## src/rtl/lr_pkg.sv

```systemverilog
// Package for the line rasterizer: coordinate widths, payload types and codes.
// No dependencies; every other file in rtl/ uses it.
package lr_pkg;

  localparam int COORD_BITS = 16;
  localparam int SPAN_BITS  = COORD_BITS + 1;
  localparam int ERR_BITS   = COORD_BITS + 3;

  typedef logic signed [COORD_BITS-1:0] coord_t;
  typedef logic signed [SPAN_BITS-1:0]  span_t;
  typedef logic        [COORD_BITS-1:0] len_t;
  typedef logic signed [ERR_BITS-1:0]   err_t;

  typedef enum logic [0:0] {
    OP_START   = 1'b0,
    OP_ADVANCE = 1'b1
  } op_t;

  typedef enum logic [1:0] {
    ST_PIXEL  = 2'd0,
    ST_REJECT = 2'd1,
    ST_IDLE   = 2'd2
  } status_t;

endpackage

```

## src/rtl/lr_ifs.sv

```systemverilog
// Valid/ready channel interfaces for the line rasterizer: command in, pixel out.
// Depends on lr_pkg for the payload types.
interface lr_cmd_if;
  logic              valid;
  logic              ready;
  lr_pkg::op_t       operation;
  lr_pkg::coord_t    x_start;
  lr_pkg::coord_t    y_start;
  lr_pkg::coord_t    x_end;
  lr_pkg::coord_t    y_end;

  modport source (output valid, operation, x_start, y_start, x_end, y_end, input ready);
  modport sink   (input valid, operation, x_start, y_start, x_end, y_end, output ready);
endinterface

interface lr_pixel_if;
  logic              valid;
  logic              ready;
  lr_pkg::coord_t    point_x;
  lr_pkg::coord_t    point_y;
  lr_pkg::status_t   status;
  logic              last_point;

  modport source (output valid, point_x, point_y, status, last_point, input ready);
  modport sink   (input valid, point_x, point_y, status, last_point, output ready);
endinterface

```

## src/rtl/line_rasterizer_core.sv

```systemverilog
// Line rasterizer top level: start/advance commands in, one pixel transaction out per command.
// Depends on lr_pkg and the channel interfaces in lr_ifs.sv.
//
//   channel  dir  payload
//   cmd      in   operation, x_start, y_start, x_end, y_end
//   pixel    out  point_x, point_y, status, last_point
//
// Every command is answered in the cycle after its transaction, and one command per cycle is
// sustained while the pixel output is not stalled. The rounding error is kept as a running term
// updated by one add and compare per pixel. A stalled pixel output holds its register and
// blocks the command side. Reset is synchronous and leaves no line active.
module line_rasterizer_core (
  input logic       clk,
  input logic       rst,
  lr_cmd_if.sink    cmd,
  lr_pixel_if.source pixel
);
  import lr_pkg::*;

  logic    active, active_next;
  logic    steep, steep_next;
  coord_t  cur_x, cur_x_next, cur_y, cur_y_next;
  coord_t  tgt_x, tgt_x_next, tgt_y, tgt_y_next;
  span_t   span_x, span_x_next, span_y, span_y_next;
  len_t    major, major_next;
  len_t    idx, idx_next;
  err_t    err, err_next;

  logic    out_valid;
  coord_t  res_x, res_x_next, res_y, res_y_next;
  status_t res_status, res_status_next;
  logic    res_last, res_last_next;

  logic    accept;
  span_t   in_span_x, in_span_y, minor_span;
  len_t    abs_x, abs_y;
  err_t    e, e_mag;
  logic    minor_step;
  coord_t  step_x, step_y;

  assign cmd.ready = !out_valid || pixel.ready;
  assign accept    = cmd.valid && cmd.ready;

  assign in_span_x = span_t'(cmd.x_end) - span_t'(cmd.x_start);
  assign in_span_y = span_t'(cmd.y_end) - span_t'(cmd.y_start);
  assign abs_x     = len_t'(in_span_x[SPAN_BITS-1] ? -in_span_x : in_span_x);
  assign abs_y     = len_t'(in_span_y[SPAN_BITS-1] ? -in_span_y : in_span_y);

  assign minor_span = steep ? span_x : span_y;
  assign e          = err + err_t'(minor_span);
  assign e_mag      = e[ERR_BITS-1] ? -e : e;
  assign minor_step = {e_mag, 1'b0} >= (ERR_BITS+1)'(major);
  assign step_x     = span_x[SPAN_BITS-1] ? cur_x - coord_t'(1) : cur_x + coord_t'(1);
  assign step_y     = span_y[SPAN_BITS-1] ? cur_y - coord_t'(1) : cur_y + coord_t'(1);

  always_comb begin
    active_next     = active;
    steep_next      = steep;
    cur_x_next      = cur_x;
    cur_y_next      = cur_y;
    tgt_x_next      = tgt_x;
    tgt_y_next      = tgt_y;
    span_x_next     = span_x;
    span_y_next     = span_y;
    major_next      = major;
    idx_next        = idx;
    err_next        = err;
    res_x_next      = '0;
    res_y_next      = '0;
    res_status_next = ST_PIXEL;
    res_last_next   = 1'b0;
    unique case (cmd.operation)
      OP_START: begin
        if (cmd.x_start == cmd.x_end && cmd.y_start == cmd.y_end) begin
          active_next     = 1'b0;
          res_status_next = ST_REJECT;
        end else begin
          active_next = 1'b1;
          steep_next  = abs_y > abs_x;
          major_next  = (abs_y > abs_x) ? abs_y : abs_x;
          cur_x_next  = cmd.x_start;
          cur_y_next  = cmd.y_start;
          tgt_x_next  = cmd.x_end;
          tgt_y_next  = cmd.y_end;
          span_x_next = in_span_x;
          span_y_next = in_span_y;
          idx_next    = '0;
          err_next    = '0;
          res_x_next  = cmd.x_start;
          res_y_next  = cmd.y_start;
        end
      end
      OP_ADVANCE: begin
        if (!active) begin
          res_status_next = ST_IDLE;
        end else if (idx + len_t'(1) >= major) begin
          active_next   = 1'b0;
          idx_next      = idx + len_t'(1);
          cur_x_next    = tgt_x;
          cur_y_next    = tgt_y;
          res_x_next    = tgt_x;
          res_y_next    = tgt_y;
          res_last_next = 1'b1;
        end else begin
          idx_next = idx + len_t'(1);
          if (minor_step) begin
            err_next = minor_span[SPAN_BITS-1] ? e + err_t'(major) : e - err_t'(major);
          end else begin
            err_next = e;
          end
          if (steep) begin
            cur_y_next = step_y;
            cur_x_next = minor_step ? step_x : cur_x;
          end else begin
            cur_x_next = step_x;
            cur_y_next = minor_step ? step_y : cur_y;
          end
          res_x_next = steep ? (minor_step ? step_x : cur_x) : step_x;
          res_y_next = steep ? step_y : (minor_step ? step_y : cur_y);
        end
      end
      default: begin
        res_status_next = ST_IDLE;
      end
    endcase
  end

  always_ff @(posedge clk) begin
    if (rst) begin
      active    <= 1'b0;
      out_valid <= 1'b0;
    end else begin
      if (accept) begin
        active    <= active_next;
        out_valid <= 1'b1;
      end else if (pixel.ready) begin
        out_valid <= 1'b0;
      end
    end
  end

  always_ff @(posedge clk) begin
    if (accept) begin
      steep      <= steep_next;
      cur_x      <= cur_x_next;
      cur_y      <= cur_y_next;
      tgt_x      <= tgt_x_next;
      tgt_y      <= tgt_y_next;
      span_x     <= span_x_next;
      span_y     <= span_y_next;
      major      <= major_next;
      idx        <= idx_next;
      err        <= err_next;
      res_x      <= res_x_next;
      res_y      <= res_y_next;
      res_status <= res_status_next;
      res_last   <= res_last_next;
    end
  end

  assign pixel.valid      = out_valid;
  assign pixel.point_x    = res_x;
  assign pixel.point_y    = res_y;
  assign pixel.status     = res_status;
  assign pixel.last_point = res_last;

endmodule

```

## src/flat_wrapper.sv

```systemverilog
// flat-port wrapper written by rule: the top's interface ports become plain ports
module line_rasterizer_core_flat import lr_pkg::*;
  (clk, rst, cmd_valid, cmd_operation, cmd_x_start, cmd_y_start, cmd_x_end, cmd_y_end, cmd_ready, pixel_valid, pixel_point_x, pixel_point_y, pixel_status, pixel_last_point, pixel_ready);
  lr_cmd_if cmd_i ();
  lr_pixel_if pixel_i ();
  input logic clk;
  input logic rst;
  input wire logic [$bits(cmd_i.valid)-1:0] cmd_valid;
  input wire logic [$bits(cmd_i.operation)-1:0] cmd_operation;
  input wire logic [$bits(cmd_i.x_start)-1:0] cmd_x_start;
  input wire logic [$bits(cmd_i.y_start)-1:0] cmd_y_start;
  input wire logic [$bits(cmd_i.x_end)-1:0] cmd_x_end;
  input wire logic [$bits(cmd_i.y_end)-1:0] cmd_y_end;
  output wire logic [$bits(cmd_i.ready)-1:0] cmd_ready;
  output wire logic [$bits(pixel_i.valid)-1:0] pixel_valid;
  output wire logic [$bits(pixel_i.point_x)-1:0] pixel_point_x;
  output wire logic [$bits(pixel_i.point_y)-1:0] pixel_point_y;
  output wire logic [$bits(pixel_i.status)-1:0] pixel_status;
  output wire logic [$bits(pixel_i.last_point)-1:0] pixel_last_point;
  input wire logic [$bits(pixel_i.ready)-1:0] pixel_ready;
  assign cmd_i.valid = cmd_valid;
  assign cmd_i.operation = cmd_operation;
  assign cmd_i.x_start = cmd_x_start;
  assign cmd_i.y_start = cmd_y_start;
  assign cmd_i.x_end = cmd_x_end;
  assign cmd_i.y_end = cmd_y_end;
  assign cmd_ready = cmd_i.ready;
  assign pixel_valid = pixel_i.valid;
  assign pixel_point_x = pixel_i.point_x;
  assign pixel_point_y = pixel_i.point_y;
  assign pixel_status = pixel_i.status;
  assign pixel_last_point = pixel_i.last_point;
  assign pixel_i.ready = pixel_ready;
  line_rasterizer_core u_core (.clk(clk), .rst(rst), .cmd(cmd_i), .pixel(pixel_i));
endmodule
```

## config.mk

```make
export PLATFORM = sky130hd
export DESIGN_NAME = line_rasterizer_core_flat
export DESIGN_NICKNAME = d
export VERILOG_FILES = /design/src/rtl/lr_pkg.sv /design/src/rtl/lr_ifs.sv /design/src/rtl/line_rasterizer_core.sv /design/src/flat_wrapper.sv
export SDC_FILE = /design/constraint.sdc
export NUM_CORES = 1
export LEC_CHECK = 0
export BUFFER_PORTS_ARGS = -buffer_cell sky130_fd_sc_hd__buf_2
export CAP_MARGIN = 20
export CORE_MARGIN = 10
export CORE_UTILIZATION = 50
export DETAILED_ROUTE_END_ITERATION = 6
export GPL_TIMING_DRIVEN = 0
export PLACE_DENSITY = 0.7
export SLEW_MARGIN = 20
export SYNTH_ARGS = -nofsm -noshare
export SYNTH_HDL_FRONTEND = slang
export SYNTH_SLANG_ARGS = --single-unit
```

## constraint.sdc

```tcl
create_clock -name clk -period 8.6 [get_ports clk]
set_clock_uncertainty 0.1 [all_clocks]
set_input_delay 1.29 -clock clk [delete_from_list [all_inputs] [get_ports clk]]
set_output_delay 1.29 -clock clk [all_outputs]
set_load 0.005 [all_outputs]
```

# After elaboration in Yosys (flattened, before gate mapping)
# Index checks and enable logic that the tools add are counted.
classes:
  add_sub_neg: 13
  magnitude_cmp: 3
  eq_ne: 5
  mux: 44
  bitwise: 2
  n_reduce_logical: 9
ops:
  columns: ["operator", "count"]
  rows:
  - ["two-way mux 16 bit", 21]
  - ["one-hot mux 16 bit (2 select lines)", 5]
  - ["two-way mux 19 bit", 6]
  - ["adder 19 x 17 -> 19 bit", 2]
  - ["one-hot mux 19 bit (2 select lines)", 1]
  - ["subtractor 16 x 16 -> 17 bit", 2]
  - ["adder 16 x 2 -> 16 bit, second input constant", 2]
  - ["== test 16 bit", 2]
  - ["negation 16 bit", 2]
  - ["subtractor 16 x 2 -> 16 bit, second input constant", 2]
  - ["greater-or-equal comparator 20 x 16 -> 1 bit", 1]
  - ["negation 19 bit", 1]
  - ["subtractor 19 x 17 -> 19 bit", 1]
  - ["two-way mux 17 bit", 1]
  - ["adder 16 x 1 -> 16 bit, second input constant", 1]
  - ["greater-or-equal comparator 16 bit", 1]
  - ["greater-than comparator 16 bit", 1]
  - ["two-way mux 1 bit", 7]
  - ["AND reduction 3 bit", 2]
  - ["!= test 2 bit, second input constant", 2]
  - ["one-hot mux 2 bit (2 select lines)", 1]
  - ["AND reduction 4 bit", 1]
  - ["logical AND 1 bit", 2]
  - ["two-way mux 2 bit", 1]
  - ["other kinds (7)", 8]
totals:
  regBits: 187
  input_bits: 69
  output_inout_bits: 37
  elab_cells: 92

# Longest topological paths before layout
# Gate-level depths: netlist (run 1).
logic_depth:
  depth_word: 10
  depth_mapped: 27
  depth_no_buf: 24

# Worst setup path after synthesis (run 1)
# Ideal clock, no wire load.
synth_timing:
  path_type: "input to register"
  startpoint: "in cmd_x_start[10]"
  endpoint: "reg u_core.err[0], enable pin"
  setup_ps: 377
  arrival_time_ps: 6343
  required_ps: 8123
  slack_ps: 1780
  stages: 9
  path_buffers: 0
  path_cell_list: "inv_1 > ha_1 > and4_1 > nand2_1 > nor3_1 > nand4_1 > nor2_1 > nor3_1 > and2_1"
synth_via:
  elab_chain_len: 4
synth_rtl:
  columns: ["item", "line_no", "rtl"]
  rows:
  - ["from (decl)", "flat_wrapper.sv:10", "input wire logic [$bits(cmd_i.x_start)-1:0] cmd_x_start;"]
  - ["== test 16 bit", "line_rasterizer_core.sv:74", "if (cmd.x_start == cmd.x_end && cmd.y_start == cmd.y_end) begin"]
  - ["logical AND 1 bit", "line_rasterizer_core.sv:74", null]
  - ["!= test 2 bit (no line)", null, null]
  - ["AND reduction 4 bit (no line)", null, null]
  - ["to (signal assigned)", "line_rasterizer_core.sv:153", "err <= err_next;"]
  - ["to (decl)", "line_rasterizer_core.sv:27", "err_t err, err_next;"]
# Every way passes these cells.
# A chain may end at the register's enable or synchronous reset.

# Worst setup path in the final report (run 1)
layout_timing:
  startpoint: "reg u_core.steep"
  endpoint: "reg u_core.cur_y[12] (data pin)"
layout_via:
  elab_chain_len: 10
layout_rtl:
  columns: ["item", "line_no", "rtl"]
  rows:
  - ["from (decl)", "line_rasterizer_core.sv:21", "logic steep, steep_next;"]
  - ["from (signal assigned)", "line_rasterizer_core.sv:144", "steep <= steep_next;"]
  - ["two-way mux 17 bit", null, null]
  - ["adder 19 x 17 -> 19 bit", null, null]
  - ["negation 19 bit", null, null]
  - ["two-way mux 19 bit", null, null]
  - ["greater-or-equal comparator 20 x 16 -> 1 bit", null, null]
  - ["two-way mux 16 bit", null, null]
  - ["two-way mux 16 bit * (2 in series)", null, null]
  - ["two-way mux 16 bit *", "line_rasterizer_core.sv:94", "if (!active) begin"]
  - ["one-hot mux 16 bit (2 select lines) *", "line_rasterizer_core.sv:72", "unique case (cmd.operation)"]
  - ["net u_core.cur_y_next[12]", "line_rasterizer_core.sv:22", "coord_t cur_x, cur_x_next, cur_y, cur_y_next;"]
  - ["to (signal assigned)", "line_rasterizer_core.sv:146", "cur_y <= cur_y_next;"]
  - ["to (decl)", "line_rasterizer_core.sv:22", null]
# Mark *: on every way through the listed nets, which the timed path passes. The rest lies on a longest branch. The select of a mux whose other input is x is not followed.

==> summary.md, run 1 <==
| Metric | Value |
|---|---|
| Switching share of power | between 40% and 50% |
| Relative slew slack | slightly below 30% |
| Commonest non-fill, non-tap cell in the layout | edfxtp_1 |
| Hold_sp | u_core.pixel.valid |
| Peak ir drop on the vdd network | approximately 0.26 mV |
| Hold path cells | 2 |
| DR pass1 iterations | 5 |
| Largest net degree at the start of global routing | 46 |
| Critical path data required time | a little under 9 ns |
| CP Launch Type | flop |
| Hold Crit Class | flop to flop |
| DR iter-0 viols | 1315 |
| Post-Layout Cell Count | ~2.1k |
| Die Wd | around 200 µm |
| Clock latency on the worst-skew pair | ~0.47 ns |
| Post-synth ARST share | 0% |
| Clock Pin Slew Worst Setup and Hold Paths | 0.07 ns |
| Max Fclk | between 100 and 150 MHz |
| Worst path arrival time | just over 8 ns |
| Crit path max fanout | 10 |
| Post-synth EDFFs | about 190 |
| Number of port buffers | 105 |
| # hold bufs at CTS | 0 |
| Fill cells | 2658 |
| YS warnings | 0 |
| Sw power | ~3.1 mW |
| Slew Viols, Final | 0 |
| Core Region | ~31000 µm² |
| Remaining antenna violation count | 0 |
| Num Clock Sinks | 187 |
| CTS Buf Count | 17 |
| Clock network power share | approximately 13% |
| Routability cong. | around 1.0 |
| DRT Wirelength | about 47000 µm |
| Main synth FF type | edfxtp_1 |
| Post-Syn Instances | between 1.5k and 2k |
| Worst setup EP type | flop |
| RSZ-0062 raised after global routing | false |
| Vias per cell | 6.18 |
| Vias in the first global route | about 13k |
| Period utilisation layout | a little over nine tenths |
| Worst Reg2Reg Path Length in Cells | 24 |
| CP Class | flop to flop |
| Post-DP HPWL | around 36000 µm |
| Cell Pwr Density | approximately 380 nW/µm² |
| Tmin final | between 8 and 9 ns |
| LEAKAGE | 7.11 nW |
| Hold WS | around 0.43 ns |
| Global route overflow | 0 |
| Crit path launch | u_core.steep |
| Post-synthesis net count | 1824 |
| Mapped cell area | approximately 15000 µm² |
| Initial core utilization | roughly 51% |
| Hold Vio Cnt, Final | 0 |
| Avg Cell Area, Syn | a little under 10 µm² |
| Comb power frac | between 60% and 70% |
| Run status | finished, final reports clean |
| Placement Setup Slack | approximately 0.31 ns |
| WL/cell | about 22 µm |
| Area Overhead vs Synth | 11.3% |
| Die ar. | approximately 38000 µm² |
| Reg-to-reg startpoint | u_core.steep |
| Worst Setup Slack, final | 0.458 ns |
| Share of cells above drive strength 1 | between 10% and 20% |
| Vias | 13.3k |
| Sequential power share | 19.9% |
| First-pass GRT wire length | 72100 µm |
| Dpl cells | roughly 2.1k |
| Sequential fraction of the synthesis area | 36.2% |
| Post-route DRC violation count | 0 |
| FF-to-FF setup slack | approximately 0.46 ns |
| Final setup fails | 0 |
| Worst slew pin tran | about 1.0 ns |
| GRT Overall Usage | about a quarter |
| Initial antenna violation count | 0 |
| Max_cap viols | 0 |
| Root buffer cell | clkbuf_16 |
| Bufs on Longest Clock Path | 2 |
| Row cnt | between 60 and 70 |
| Synth cell types | 90 |
| Yosys reg bits | ~190 |
| Int Pwr | 3.38 mW |
| Nets | 1959 |
| CTS tree | built |
| IO Count | approximately 110 |
| Most frequent cells in the layout | edfxtp_1 (185), ha_1 (148), nor2_1 (111), buf_2 (110), xnor2_1 (100) |
| Ant. Diodes | 0 |
| Die span in y | between 150 and 200 µm |
| H-tree Lvls | 4 |
-- final timing paths --
path                                            to
worst max-delay path              u_core.cur_y[12]
worst min-delay path            u_core.pixel.valid
worst max register to register    u_core.cur_y[12]
worst min register to register  u_core.pixel.valid
-- worst max-delay path, stage by stage (launching register included) --
cell	delay, ns
edfxtp_1	0.55
clkbuf_2	0.37
clkbuf_2	0.35
mux2_2	0.44
ha_1	0.29
clkbuf_1	0.30
nand3_1	0.16
or4_1	0.52
a21bo_2	0.23
a211oi_4	0.53
buf_2	0.34
nor2_1	0.08
xnor2_1	0.14
ha_1	0.33
a2111oi_0	0.49
a21oi_1	0.15
o31ai_1	0.24
a31oi_1	0.16
a31oi_1	0.49
nand3_1	0.21
a21oi_4	0.42
o21ai_4	0.23
buf_6	0.23
mux2i_1	0.27
o221ai_1	0.19
-- metal layers --
metal	global-route usage (%)	up-vias	routed length, µm
met5	0	-	0
met4	7.55	0	1030
met3	4.38	71	3420
met2	38.0	537	21500
met1	31.7	6379	20700
li1	-	6276	-
-- cell usage after synthesis, types with 26 or more instances --
cell        n  area [µm²]
xnor2_1   100         876
mux2i_1    42         420
inv_1     100         375
a21o_1     32         240
nand4_1    38         238
edfxtp_1  185        5560
a21oi_1    74         370
a22oi_1    31         233
xor2_1     45         394
ha_1      148        1850
o221ai_1   26         228
nand3_1    35         175
nor2b_1    27         169
nor2_1    111         417
clkbuf_1   45         169
nor3_1     54         270
nand2_1    94         353
o21ai_0    81         405
-- power by group through the flow --
stage | Clock [mW] | Combinational (mW) | Sequential, mW
floorplan | 0 | 3.22 | 1.30
global route | 0.868 | 4.85 | 1.31
detailed placement | 0 | 4.28 | 1.32
global placement | 0 | 4.20 | 1.32
finish | 0.829 | 4.40 | 1.30
CTS | 0.829 | 4.32 | 1.30
-- registers in the layout (all words and copies together), names as in the netlist, 2 cells and up --
| register | count |
|---|---|
| u_core.major | 16 |
| u_core.span_x | 17 |
| u_core.tgt_y | 16 |
| u_core.pixel.point_y | 16 |
| u_core.cur_x | 16 |
| u_core.cur_y | 16 |
| u_core.pixel.point_x | 16 |
| u_core.span_y | 17 |
| u_core.pixel.status | 2 |
| u_core.idx | 16 |
| u_core.tgt_x | 16 |
| u_core.err | 19 |
-- metrics by stage --
step                      area [µm²]  setup TNS [ns]  util (%)  power, mW
final                          17200               0      56.3       6.53
after global routing           17200               0      56.3       7.02
after CTS                      17200               0      56.2       6.45
after detailed placement       16600               0      54.2       5.60
after global placement         16500          -44.51      53.9       5.52
after floorplan                15500               0         -       4.52
-- what timing repair did --
item                                    4_1_cts  5_1_grt
resized for setup                             0        4
setup buffers                                 0        3
endpoints found under the setup margin        0       64
-- final cells by class --
cell class | instances | area (µm²) | share of cell area (%)
Tap cell | 396 | 495 | 2.88
Sequential cell | 187 | 5600 | 32.5
Multi-Input combinational cell | 1254 | 9230 | 53.6
Clock buffer | 17 | 425 | 2.47
Inverter | 102 | 385 | 2.24
Clock inverter | 15 | 174 | 1.01
Buffer | 58 | 272 | 1.58
Timing Repair Buffer | 116 | 637 | 3.70
-- logic make-up after synthesis --
logic type               synth area share, %
multiplexers                            4.18
AND/OR/NAND/NOR                         15.2
AO/OA/AOI/OAI                           18.9
buffers and inverters                   4.22
adder cells (fa/ha/maj)                 12.8
XOR/XNOR                                8.53
flip-flops                              36.2
Note: power is estimated with default switching activity, not from simulation.
==> inputs of run 2 (changes only) <==
--- a/config.mk
+++ b/config.mk
@@ -5,8 +5,9 @@
 export SDC_FILE = /design/constraint.sdc
 export NUM_CORES = 1
 export LEC_CHECK = 0
-export BUFFER_PORTS_ARGS = -buffer_cell sky130_fd_sc_hd__buf_2
+export BUFFER_PORTS_ARGS = -buffer_cell sky130_fd_sc_hd__buf_4
 export CAP_MARGIN = 20
+export CORE_ASPECT_RATIO = 0.6
 export CORE_MARGIN = 10
 export CORE_UTILIZATION = 50
 export DETAILED_ROUTE_END_ITERATION = 6
==> run 2 against run 1 <==
Compared with the run above:
- non-clock buffer count shrank 2
- final area grew 1.6%
- worst hold slack gained 0.0025 ns
- wire length grew 7.5%
- die area grew 0.60%
- power grew 3.6%
- sequential power is essentially flat
- register-to-register slack gained 0.03 ns
- cell count grew 0.47%
- worst setup slack gained 0.026 ns
- first-iteration DRC count grew 47%
==> summary.md, run 2 (same netlist as run 1, synthesis figures left out) <==
| Metric | Value |
|---|---|
| Run status | finished, final reports clean |
| Vias per cell | about 6.4 |
| Die span in y | 156 µm |
| RSZ-0062 raised after global routing | false |
| Num Clock Sinks | about 190 |
| Critical path data required time | approximately 8.7 ns |
| Tmin final | 8.12 ns |
| CTS Buf Count | 17 |
| Vias | roughly 14k |
| Hold Vio Cnt, Final | 0 |
| FF-to-FF setup slack | 0.48 ns |
| Remaining antenna violation count | 0 |
| Post-DP HPWL | a little under 40000 µm |
| Bufs on Longest Clock Path | 2 |
| Post-route DRC violation count | 0 |
| Relative slew slack | between 20% and 30% |
| Ant. Diodes | 0 |
| Worst Path Buf+Inv | 5 |
| Root buffer cell | clkbuf_16 |
| Hold_sp | u_core.pixel.valid |
| DRT met1 WL | 24000 µm |
| Most frequent cells in the layout | edfxtp_1 (185), ha_1 (148), buf_4 (114), nor2_1 (111), xnor2_1 (100) |
| Vias in the first global route | around 12k |
| Delay-heaviest family, CP | compound AO/OA/AOI/OAI gates |
| Max Fclk | approximately 120 MHz |
| Max_cap viols | 0 |
| Period utilisation layout | a little over nine tenths |
| Met2 routed WL | roughly 19000 µm |
| Worst slew pin tran | 1.11 ns |
| Routability cong. | approximately 0.95 |
| Worst path arrival time | 8.20 ns |
| Area Overhead vs Synth | 13.1% |
| Largest net degree at the start of global routing | 50 |
| WL/cell | approximately 23 µm |
| Min-Delay Endpoint | u_core.pixel.valid |
| Reg with most FFs | u_core.err |
| Die ar. | approximately 39000 µm² |
| Fill cells | between 2k and 3k |
| Worst setup EP type | flop |
| Top sig layer | met5 |
| Worst Reg2Reg Path Length in Cells | 24 |
| CP max stage cell | a211oi_4 |
| Clock latency on the worst-skew pair | 0.47 ns |
| Largest regs | u_core.err (19), u_core.span_x (17), u_core.span_y (17) |
| IO Count | 106 |
| CP cell instances | clkbuf_1 -> clkbuf_2 -> mux2_2 -> ha_1 -> clkbuf_1 -> nand3_1 -> or4_1 -> a21bo_2 -> a211oi_4 -> buf_2 -> nor2_1 -> xnor2_1 -> ha_1 -> a2111oi_0 -> a21oi_1 -> o31ai_1 -> a31oi_1 -> a31oi_1 -> nand3_1 -> a21oi_4 -> o21ai_4 -> buf_6 -> mux2i_1 -> o221ai_1 |
| DR iter-0 viols | between 1.5k and 2k |
| Global route overflow | 0 |
| Initial antenna violation count | 2 |
| CP Launch Type | flop |
| Hold Crit Class | flop to flop |
| CP Class | flop to flop |
| Final setup fails | 0 |
| Crit path max fanout | 10 |
| Die Wd | ~250 µm |
| Crit Reg-Reg Endpoint | u_core.cur_x[14] |
| # hold bufs at CTS | 0 |
| Cell Pwr Density | between 300 and 400 nW/µm² |
| Row cnt | approximately 50 |
| Number of port buffers | 105 |
| Core Region | just over 30000 µm² |
| Reg-to-reg startpoint | u_core.steep |
| GRT Overall Usage | between 20% and 30% |
| Peak ir drop on the vdd network | approximately 0.23 mV |
| Final Util | 57.9% |
| Hold path cells | 2 |
| CTS tree | built |
| LEAKAGE | between 7 and 8 nW |
| Commonest non-fill, non-tap cell in the layout | edfxtp_1 |
| Slew Viols, Final | 0 |
| Total Power | slightly below 7 mW |
| DR pass1 iterations | 5 |
| DRT Wirelength | around 50000 µm |
| H-tree Lvls | 4 |
| Placement Setup Slack | 0.508 ns |
| Clock Pin Slew Worst Setup and Hold Paths | roughly 0.080 ns |
| Share of cells above drive strength 1 | 12.6% |
| Worst Setup Slack, final | approximately 0.48 ns |
| First-pass GRT wire length | around 75000 µm |
| Metal3 WL | around 6400 µm |
| Max stage delay on crit path | ~0.58 ns |
| Nets | 1957 |
| Initial core utilization | between 50% and 60% |
| Number of flip-flops in the largest register | 19 |
## run 2: changes by cell type in the layout (fill, tap and decap cells not counted), moves of 2 or more
cell / before / now
clkinv_8: 2 / 0
clkbuf_1: 43 / 45
buf_4: 10 / 114
clkbuf_8: 0 / 3
inv_8: 4 / 1
buf_2: 110 / 5
## run 2: layout make-up
| class | instances | area (µm²) | share of cell area, % |
|---|---|---|---|
| plain buffers | 58 | 270 | 1.55 |
| clock buffers | 21 | 470 | 2.69 |
| clock inverters | 11 | 133 | 0.758 |
| inverters | 102 | 385 | 2.20 |
| multi-input cells | 1254 | 9240 | 52.8 |
| flip-flops and latches | 187 | 5600 | 32.0 |
| well taps | 408 | 510 | 2.92 |
| repair buffers | 114 | 888 | 5.08 |
## run 2: where the power goes
group | internal (mW) | switching [mW] | total [mW]
Combinational | 1.75 | 2.87 | 4.63
Clock | 0.457 | 0.385 | 0.843
Sequential | 1.23 | 0.0635 | 1.30
Total | 3.44 | 3.32 | 6.76
## run 2: worst register-to-register path, cell delays in order, from the launching register on
cell and delay, ns:
edfxtp_1 0.51, clkbuf_1 0.50, clkbuf_2 0.37, mux2_2 0.40, ha_1 0.27, clkbuf_1 0.31, nand3_1 0.18, or4_1 0.56
a21bo_2 0.24, a211oi_4 0.58, buf_2 0.34, nor2_1 0.08, xnor2_1 0.21, ha_1 0.29, a2111oi_0 0.41, a21oi_1 0.13
o31ai_1 0.22, a31oi_1 0.11, a31oi_1 0.55, nand3_1 0.24, a21oi_4 0.37, o21ai_4 0.21, buf_6 0.23, mux2i_1 0.27
o221ai_1 0.17
## run 2: worst max-delay path by stage
stage | startpoint | endpoint | slack, ns | cells after the start
finish | u_core.steep | u_core.cur_x[14] | 0.48 | 24
global route | u_core.steep | u_core.cur_x[8] | 0.15 | 24
CTS | u_core.span_x[16] | u_core.cur_x[8] | 0.44 | 25
detailed placement | u_core.span_x[16] | u_core.cur_x[8] | 0.51 | 25
global placement | cmd_x_start[9] | u_core.err[10] | -1.25 | 10
floorplan | cmd_x_start[10] | u_core.err[0] | 1.78 | 9
## run 2: timing repair
action | 4_1_cts | 5_1_grt
hold endpoints to repair | 0 | 0
resized for setup | 0 | 2
setup buffers | 0 | 2
endpoints found under the setup margin | 0 | 42
## run 2: routing by layer
layer  up-vias  track usage, %
met1      6594            40.3
met3        42            6.58
met5         -               0
met4         2            4.66
li1       6278               -
met2       813            32.3
## run 2: metrics by stage
| stage | area (µm²) | std cells | hold WS, ns | setup TNS, ns |
|---|---|---|---|---|
| after floorplan | 15500 | 1601 | 0.374 | 0 |
| after global placement | 16800 | 2114 | 0.392 | -36.45 |
| after detailed placement | 16900 | 2121 | 0.402 | 0 |
| after CTS | 17500 | 2153 | 0.436 | 0 |
| after global routing | 17500 | 2155 | 0.459 | 0 |
| final | 17500 | 2155 | 0.434 | 0 |
==> inputs of run 3 (changes only) <==
--- a/config.mk
+++ b/config.mk
@@ -7,13 +7,16 @@
 export LEC_CHECK = 0
 export BUFFER_PORTS_ARGS = -buffer_cell sky130_fd_sc_hd__buf_4
 export CAP_MARGIN = 20
+export CELL_PAD_IN_SITES_DETAIL_PLACEMENT = 1
+export CELL_PAD_IN_SITES_GLOBAL_PLACEMENT = 1
 export CORE_ASPECT_RATIO = 0.6
 export CORE_MARGIN = 10
-export CORE_UTILIZATION = 50
+export CORE_UTILIZATION = 49
 export DETAILED_ROUTE_END_ITERATION = 6
 export GPL_TIMING_DRIVEN = 0
-export PLACE_DENSITY = 0.7
+export PLACE_DENSITY = 0.84
 export SLEW_MARGIN = 20
 export SYNTH_ARGS = -nofsm -noshare
 export SYNTH_HDL_FRONTEND = slang
 export SYNTH_SLANG_ARGS = --single-unit
+export TNS_END_PERCENT = 1
==> run 3 against run 2 <==
Compared with the run above:
- first-iteration DRC count fell by 18%
- utilization fell by 1.6 points
- cell count rose by 0.51%
- critical path depth did not move
- sequential cell count did not move
- power rose by 3.5%
- sequential power barely moved
- worst setup slack got worse by 0.14 ns
- combinational power rose by 5.0%
- register-to-register slack got worse by 0.14 ns
- final area rose by 0.30%
- global-route usage rose by 3.2 points
==> summary.md, run 3 (same netlist as run 1, synthesis figures left out) <==
| Metric | Value |
|---|---|
| Die span in y | 158 µm |
| Vias per cell | 6.55 |
| Critical path data required time | around 8.7 ns |
| Int Pwr | between 3 and 4 mW |
| Run status | finished, final reports clean |
| Max_cap viols | 0 |
| Worst Reg2Reg Path Length in Cells | 24 |
| Clock Pin Slew Worst Setup and Hold Paths | ~0.070 ns |
| Vias in the first global route | 14.2k |
| Switching share of power | between 50% and 60% |
| # hold bufs at CTS | 0 |
| Commonest non-fill, non-tap cell in the layout | edfxtp_1 |
| DRT Wirelength | between 50000 and 60000 µm |
| Nets | 1960 |
| CTS tree | built |
| Min-Delay Endpoint | u_core.pixel.valid |
| Sw power | between 3 and 4 mW |
| Total Power | about 7 mW |
| CP Launch Type | flop |
| Remaining antenna violation count | 0 |
| GRT Overall Usage | approximately 28% |
| Worst slew pin tran | around 1.1 ns |
| Peak ir drop on the vdd network | 0.191 mV |
| Period utilisation layout | between 90% and 100% |
| Sequential power share | 18.6% |
| Ant. Diodes | 0 |
| Most frequent cells in the layout | edfxtp_1 (185), ha_1 (148), buf_4 (115), nor2_1 (111), xnor2_1 (100) |
| Core Region | ~31000 µm² |
| Relative slew slack | ~29% |
| RSZ-0062 raised after global routing | false |
| FF-to-FF setup slack | 0.35 ns |
| Hold_sp | u_core.pixel.valid |
| LEAKAGE | about 7.2 nW |
| WL/cell | 26.6 µm |
| Clock network power share | between 10% and 20% |
| Final setup fails | 0 |
| Initial antenna violation count | 2 |
| Number of flip-flops in the largest register | 19 |
| Post-route DRC violation count | 0 |
| Hold Crit Class | flop to flop |
| Share of cells above drive strength 1 | between 10% and 20% |
| Worst path arrival time | approximately 8.3 ns |
| Die Wd | 249 µm |
| Crit Reg-Reg Endpoint | u_core.cur_x[8] |
| Number of port buffers | approximately 110 |
| DR pass1 iterations | 5 |
| Global route overflow | 0 |
| CTS Buf Count | 17 |
| First-pass GRT wire length | 86900 µm |
| Reg with most FFs | u_core.err |
| Die ar. | around 39000 µm² |
| IO Count | 106 |
| Clock latency on the worst-skew pair | 0.46 ns |
| Reg-to-reg startpoint | u_core.steep |
| Tmin final | between 8 and 9 ns |
| Post-Layout Cell Count | 2166 |
| Worst setup EP type | flop |
| Hold path cells | 2 |
| H-tree Lvls | 4 |
| CP Class | flop to flop |
| Dpl cells | 2130 |
| Max Fclk | around 120 MHz |
| Fill cells | around 3.6k |
| Vias | 14.2k |
| Root buffer cell | clkbuf_16 |
| Crit path max fanout | 10 |
| Area Overhead vs Synth | 13.4% |
| Num Clock Sinks | 187 |
| Bufs on Longest Clock Path | 2 |
| Cell Pwr Density | 399 nW/µm² |
| Routability cong. | 0.957 |
| Largest regs | u_core.err (19), u_core.span_x (17), u_core.span_y (17) |
| Slew Viols, Final | 0 |
| Largest net degree at the start of global routing | 47 |
| Initial core utilization | between 40% and 50% |
| Post-DP HPWL | between 40000 and 50000 µm |
| Comb power frac | approximately 69% |
| DR iter-0 viols | around 1.6k |
| Row cnt | 50 |
| Hold Vio Cnt, Final | 0 |
## run 3: what timing repair did
action | CTS | global route
buffers inserted | 1 | 3
endpoints found under the setup margin | 2 | 81
resized for setup | 0 | 6
pin swaps | 0 | 1
## run 3: power groups by stage
stage / sequential [mW] / combinational (mW) / clock [mW]
2_1_floorplan: 1.30 / 3.22 / 0
3_3_place_gp: 1.32 / 4.35 / 0
3_5_place_dp: 1.32 / 4.59 / 0
4_1_cts: 1.30 / 4.66 / 0.837
5_1_grt: 1.31 / 5.24 / 0.873
6_report: 1.30 / 4.86 / 0.837
## run 3: per-layer routing
metal	GRT usage (%)	part of all wire, %	wire length [µm]
met5	0	0	0
met3	7.38	11	6090
met1	41.2	46	26400
met4	6.38	1.6	932
met2	41.2	42	24200
## run 3: final cells by class
cell class	instances	area [µm²]	area share [%]
repair buffers	117	920	5.24
flip-flops and latches	187	5600	31.9
clock buffers	23	478	2.72
inverters	102	385	2.20
clock inverters	9	115	0.656
well taps	416	520	2.97
plain buffers	58	272	1.55
multi-input cells	1254	9260	52.8
## run 3: worst max path at each step
stage                            startpoint               end  slack, ns  cells after the start
final                          u_core.steep   u_core.cur_x[8]       0.35                     24
after global routing           u_core.steep   u_core.cur_x[8]       0.10                     24
after CTS                      u_core.steep   u_core.cur_x[8]       0.08                     24
after detailed placement  u_core.span_x[16]  u_core.cur_x[10]       0.06                     25
after global placement       cmd_x_start[8]     u_core.err[8]      -1.49                     10
after floorplan             cmd_x_start[10]     u_core.err[0]       1.78                      9
## run 3: stage by stage
step	TNS [ns]	hold slack (ns)	utilization (%)	setup WS (ns)	area (µm²)
3_3_place_gp	-54.31	0.407	53.8	-1.49	16800
6_report	0	0.440	56.3	0.346	17500
5_1_grt	0	0.485	56.3	0.102	17500
4_1_cts	0	0.451	56.1	0.0811	17500
2_1_floorplan	0	0.374	-	1.78	15500
3_5_place_dp	0	0.440	54.2	0.0573	16900
## run 3: critical path: stages (launching register included)
cell and delay (ns):
edfxtp_1 0.58, clkbuf_2 0.37, clkbuf_2 0.40, mux2_2 0.44
ha_1 0.29, clkbuf_1 0.33, nand3_1 0.16, or4_1 0.54
a21bo_2 0.24, a211oi_4 0.58, buf_2 0.35, nor2_1 0.08
xnor2_1 0.27, ha_1 0.31, a2111oi_0 0.44, a21oi_1 0.14
o31ai_1 0.24, a31oi_1 0.16, a31oi_2 0.39, nand3_1 0.22
a21oi_4 0.39, o21ai_4 0.20, buf_6 0.23, mux2i_1 0.28
o221ai_1 0.20
